File: src/rtl/siir_pkg.sv
package siir_pkg;

  // sample and coefficient formats
  localparam int LANES        = 4;
  localparam int SAMPLE_WIDTH = 32;
  localparam int FRAC_BITS    = 16;
  localparam int COEF_WIDTH   = 32;
  localparam int COEF_FRAC    = 28;
  localparam int CFG_IDX_W    = 3;

  // product of one coefficient and one sample, and the five-term sum
  localparam int PROD_W = COEF_WIDTH + SAMPLE_WIDTH;
  localparam int ACC_W  = PROD_W + 3;
  localparam int SH_W   = ACC_W - COEF_FRAC;

  // largest and smallest sample and the identity w value (1.0, saturated if it does not fit)
  localparam logic signed [SAMPLE_WIDTH-1:0] SAMPLE_MAX =
    {1'b0, {(SAMPLE_WIDTH-1){1'b1}}};
  localparam logic signed [SAMPLE_WIDTH-1:0] SAMPLE_MIN =
    {1'b1, {(SAMPLE_WIDTH-1){1'b0}}};
  localparam logic signed [SAMPLE_WIDTH-1:0] IDENT_ONE =
    (SAMPLE_WIDTH > FRAC_BITS + 1) ? SAMPLE_WIDTH'(64'd1 << FRAC_BITS) : SAMPLE_MAX;

  // configuration register indexes
  typedef enum logic [CFG_IDX_W-1:0] {
    REG_B0 = 3'd0,
    REG_B1 = 3'd1,
    REG_B2 = 3'd2,
    REG_A1 = 3'd3,
    REG_A2 = 3'd4
  } reg_idx_e;

  typedef struct packed {
    logic signed [COEF_WIDTH-1:0] b0;
    logic signed [COEF_WIDTH-1:0] b1;
    logic signed [COEF_WIDTH-1:0] b2;
    logic signed [COEF_WIDTH-1:0] a1;
    logic signed [COEF_WIDTH-1:0] a2;
  } coef_t;

  typedef struct packed {
    logic signed [SAMPLE_WIDTH-1:0] sample_w;
    logic signed [SAMPLE_WIDTH-1:0] sample_x;
    logic signed [SAMPLE_WIDTH-1:0] sample_y;
    logic signed [SAMPLE_WIDTH-1:0] sample_z;
    logic                           restart;
  } in_item_t;

  typedef struct packed {
    logic signed [SAMPLE_WIDTH-1:0] filtered_w;
    logic signed [SAMPLE_WIDTH-1:0] filtered_x;
    logic signed [SAMPLE_WIDTH-1:0] filtered_y;
    logic signed [SAMPLE_WIDTH-1:0] filtered_z;
  } out_item_t;

  // pipeline control shared by all lanes
  typedef struct packed {
    logic s1_load;
    logic s2_load;
    logic in_restart;
    logic s1_restart;
  } lane_ctl_t;

endpackage

File: src/rtl/siir_ctrl.sv
module siir_ctrl (
  input  logic                clk_i,
  input  logic                rst_ni,
  input  logic                in_valid_i,
  input  logic                in_restart_i,
  output logic                in_stall_o,
  input  logic                out_stall_i,
  output logic                out_valid_o,
  output siir_pkg::lane_ctl_t ctl_o
);
  import siir_pkg::*;

  logic s1_valid_d, s1_valid_q;
  logic s1_restart_q;
  logic out_valid_d, out_valid_q;
  logic out_free, s1_free, s1_load, s2_load;

  // each stage moves on when the one after it is empty or draining
  assign out_free = !out_valid_q || !out_stall_i;
  assign s1_free  = !s1_valid_q || out_free;
  assign s1_load  = in_valid_i && s1_free;
  assign s2_load  = s1_valid_q && out_free;

  always_comb begin
    s1_valid_d  = s1_load ? 1'b1 : (s2_load ? 1'b0 : s1_valid_q);
    out_valid_d = s2_load ? 1'b1 : (out_free ? 1'b0 : out_valid_q);
  end

  // stage valid bits and the restart flag that follows the item
  always_ff @(posedge clk_i or negedge rst_ni) begin
    if (!rst_ni) begin
      s1_valid_q   <= 1'b0;
      s1_restart_q <= 1'b0;
      out_valid_q  <= 1'b0;
    end else begin
      s1_valid_q  <= s1_valid_d;
      out_valid_q <= out_valid_d;
      if (s1_load) begin
        s1_restart_q <= in_restart_i;
      end
    end
  end

  assign in_stall_o       = !s1_free;
  assign out_valid_o      = out_valid_q;
  assign ctl_o.s1_load    = s1_load;
  assign ctl_o.s2_load    = s2_load;
  assign ctl_o.in_restart = in_restart_i;
  assign ctl_o.s1_restart = s1_restart_q;

  // a transfer into stage 1 is always held there the next cycle
  assert property (@(posedge clk_i) disable iff (!rst_ni)
    in_valid_i && !in_stall_o |=> s1_valid_q)
    else $error("accepted item not held in stage 1");

  // a full pipeline under output stall keeps both items
  assert property (@(posedge clk_i) disable iff (!rst_ni)
    s1_valid_q && out_valid_q && out_stall_i |=> s1_valid_q && out_valid_q)
    else $error("item dropped under stall");

  // an empty first stage never pushes back on the input
  assert property (@(posedge clk_i) disable iff (!rst_ni)
    !s1_valid_q |-> !in_stall_o)
    else $error("input stalled with stage 1 empty");

  // a stage 2 load produces a result next cycle
  assert property (@(posedge clk_i) disable iff (!rst_ni)
    s2_load |=> out_valid_o)
    else $error("stage 2 load lost");

endmodule

File: config.mk
export PLATFORM = sky130hd
export DESIGN_NAME = siir_ctrl
export DESIGN_NICKNAME = d
export VERILOG_FILES = /design/src/rtl/siir_pkg.sv /design/src/rtl/siir_ctrl.sv
export SDC_FILE = /design/constraint.sdc
export NUM_CORES = 1
export LEC_CHECK = 0
export BUFFER_PORTS_ARGS = -buffer_cell sky130_fd_sc_hd__buf_2
export CAP_MARGIN = 20
export CORE_AREA = 2 2 39 41
export CTS_CLUSTER_SIZE = 25
export DETAILED_ROUTE_END_ITERATION = 10
export DIE_AREA = 0 0 41 43
export PLACE_DENSITY_LB_ADDON = 0.2
export REMOVE_ABC_BUFFERS = 1
export SLEW_MARGIN = 15
export SYNTH_ARGS = -nofsm -noshare
export SYNTH_HDL_FRONTEND = slang
export SYNTH_SLANG_ARGS = --single-unit
File: constraint.sdc
create_clock -name clk_i -period 1.15 [get_ports clk_i]
set_input_delay 0.1725 -clock clk_i [delete_from_list [all_inputs] [get_ports clk_i]]
set_output_delay 0.1725 -clock clk_i [all_outputs]
set_load 0.005 [all_outputs]
==> results_dict.tcl <==
set metrics [dict create \
    status "complete, but fails checks" \
    violations "negative setup slack" \
    cp_top_family "flip-flops" \
    clockRootBuffer "clkbuf_4" \
    yosysSeqAreaShare 0.429 \
    powerDensity_nw_per_um2 1430 \
    initial_core_util 0.127 \
    ios 11 \
    viasPerCell 3.36 \
    overflow 0 \
    skew_ns 0.00148 \
    yosys.area_share.xor_xnor 0 \
    rsz0062_at_grt "true" \
    crit_buf_inv 1 \
    first_global_vias 148 \
    first_pass_iters 2 \
    ctsResizeCount 0 \
    drt-total-wl_microns 356 \
    worst_hold_slack_ns 0.168 \
    hold_path.startpoint "in_valid_i" \
    ir_drop_mv 0.391 \
    die_w_microns 41 \
    drive_above_1_share 0.586 \
    worstReg2RegStart "out_valid_o$_DFFE_PN0P_" \
    core_sq_um 1380 \
    synth_area_per_cell_sq_um 10.3 \
    power_uw 371 \
    area_growth_syn_to_layout_pct 47.9 \
    hold_path_class "input port to flop" \
    netSwitchingFraction 0.238 \
    end_kind "output port" \
    critical_path_required_ns 0.98 \
    clockPowerShare 0.484 \
    synth.mux.area_fraction 0 \
    switchingPower_uw 88.5 \
    startpoint_type "flop" \
    num_vias 151 \
    ff2ff_setup_slack_ns 0.26 \
    p_leak_nw 0.132 \
    post-route-min-period_ns 1.18 \
    clk_pin_slew_ns 0.04 \
    grt_pass1_wl_microns 552 \
    synth.ff_latch_count 3 \
    setup_ws_ns -0.0277 \
    synth_compound_gate_area_share 0.157 \
    worstPathArrival_ns 1.01 \
    slew_viol_final 0 \
    yosysWarnings 0 \
    path_cells "nand3_2 > and2_1 > buf_2" \
    netlist-cell-type-count 11 \
    crit_slowest_cell "dfrtp_1" \
    worstMarginPinSlew_ns 0.148 \
    maxSlewHeadroom 0.901 \
    ant_nets 0 \
    drtIter0Drc 4 \
    clkLatencyLatePin_ns 0.23 \
    r2r_cells 4 \
    whs_endpoint "s1_valid_q$_DFFE_PN0P_" \
    diodes 0 \
    path_class "flop to output port" \
    gp_congestion 0.645 \
    synthAdderAreaFrac 0 \
    cap_violations 0 \
    setup_violations 1 \
    die_area_sq_um 1760 \
    fill_cells 154 \
    synthSimpleGateAreaFrac 0.221 \
    comb_power_share 0.170 \
    syn-cell-area_sq_um 175 \
    synth_cells 17 \
    clock-sinks 3 \
    grt_max_degree 6 \
    drc 0 \
    cts_made_buffers 3 \
    hpwlAfterDp_microns 278 \
    cts_buffer_depth 2 \
    worst-path-max-fanout 5 \
    wl_per_cell_microns 7.91 \
    die_h_microns 43 \
    antenna_found_initial 0 \
    finalNetCount 35 \
    whs_path_depth 2 \
    portBuffers 10 \
    period_share 1.02 \
    grt.total_usage 0.0543 \
    synth_top_family_by_area "simple AND/OR/NAND/NOR gates" \
    r2r_end "s1_restart_q$_DFFE_PN0P_" \
    num_rows 14 \
    finalHoldViolCount 0 \
    slowest_delay_ns 0.40 \
    max_clock_freq_mhz 849 \
    cts_tree "yes" \
    power_frac_seq 0.346 \
    p_int_uw 283 \
    cts_htree_levels 1 \
]
## power groups by stage
| stage | logic, mW | clock network (mW) | registers [mW] |
|---|---|---|---|
| global placement | 0.0565 | 0 | 0.128 |
| CTS | 0.0608 | 0.192 | 0.128 |
| finish | 0.0631 | 0.180 | 0.128 |
| detailed placement | 0.0577 | 0 | 0.129 |
| floorplan | 0.0245 | 0 | 0.129 |
| global route | 0.0695 | 0.198 | 0.131 |
## final cells by class
cell class                 instances  area [sq um]  share of cell area
sequential                         3          75.1               0.290
timing repair buffer              12          67.6               0.261
multi-input combinational          9          66.3               0.256
clock buffer                       4          26.3               0.101
tap                               16          20.0              0.0773
inverter                           1          3.75              0.0145
## worst register-to-register path, delay by kind of cell (launching register included)
| kind | cells | cell delay (ns) |
|---|---|---|
| simple gates | 1 | 0.10 |
| buf+inv | 2 | 0.16 |
| compound gates | 1 | 0.14 |
| flops | 1 | 0.41 |
## sequential cells by signal, indices dropped and copies added, names as in the netlist
name,cells
out_valid_o,1
s1_restart_q,1
s1_valid_q,1
## per-stage QoR
step / cell area [sq um] / setup slack, ns / TNS [ns] / cells / util
6_report: 259 / -0.0277 / -0.0277 / 45 / 0.187
5_1_grt: 259 / -0.102 / -0.118 / 45 / 0.187
4_1_cts: 251 / -0.0434 / -0.0434 / 44 / 0.182
2_1_floorplan: 145 / 0.307 / 0 / 13 / -
3_5_place_dp: 215 / 0.186 / 0 / 39 / 0.156
3_3_place_gp: 215 / 0.195 / 0 / 39 / 0.156
## Yosys cell counts
cell,number,share of area
a21boi_0,1,0.043
a21o_1,1,0.043
and2_1,1,0.036
buf_4,4,0.17
dfrtp_1,3,0.43
inv_2,1,0.021
nand2_1,1,0.021
nand2b_1,2,0.071
nand3_2,1,0.057
nand4_1,1,0.036
o211ai_2,1,0.071
## per-layer routing
layer / vias to the layer above / GRT usage / routed length (microns)
met4: 0 / 0.0600 / 7
met1: 59 / 0.0680 / 168
met2: 13 / 0.0469 / 111
li1: 77 / - / -
met3: 2 / 0.0471 / 68
met5: - / 0 / 0
## timing repair
item,4_1_cts,5_1_grt
hold buffers,1,0
hold endpoints to repair,3,0
pin swaps,2,0
setup endpoints to repair,1,3
setup buffers,0,1
## layout by cell type, fill, tap and decap left out
master / count
a21boi_0: 1
a21o_1: 1
and2_1: 1
buf_2: 10
buf_4: 1
clkbuf_1: 1
clkbuf_4: 3
dfrtp_1: 3
dlygate4sd3_1: 1
inv_2: 1
nand2_1: 1
nand2b_1: 2
nand3_2: 1
nand4_1: 1
o211ai_2: 1
## worst max path at each step
stage                                       start  endpoint  slack, ns  cells after the start
after global placement    out_valid_o$_DFFE_PN0P_  ctl_o[3]       0.20                      3
after detailed placement  out_valid_o$_DFFE_PN0P_  ctl_o[3]       0.19                      3
after floorplan           out_valid_o$_DFFE_PN0P_  ctl_o[3]       0.31                      2
final                     out_valid_o$_DFFE_PN0P_  ctl_o[3]      -0.03                      3
after global routing      out_valid_o$_DFFE_PN0P_  ctl_o[3]      -0.10                      3
after CTS                 out_valid_o$_DFFE_PN0P_  ctl_o[3]      -0.04                      3
## cell families after synthesis
kind of cell,Yosys count
flops,3
compound gates,3
simple gates,6
buf+inv,5
No activity file was read; power rests on OpenSTA's default activity.
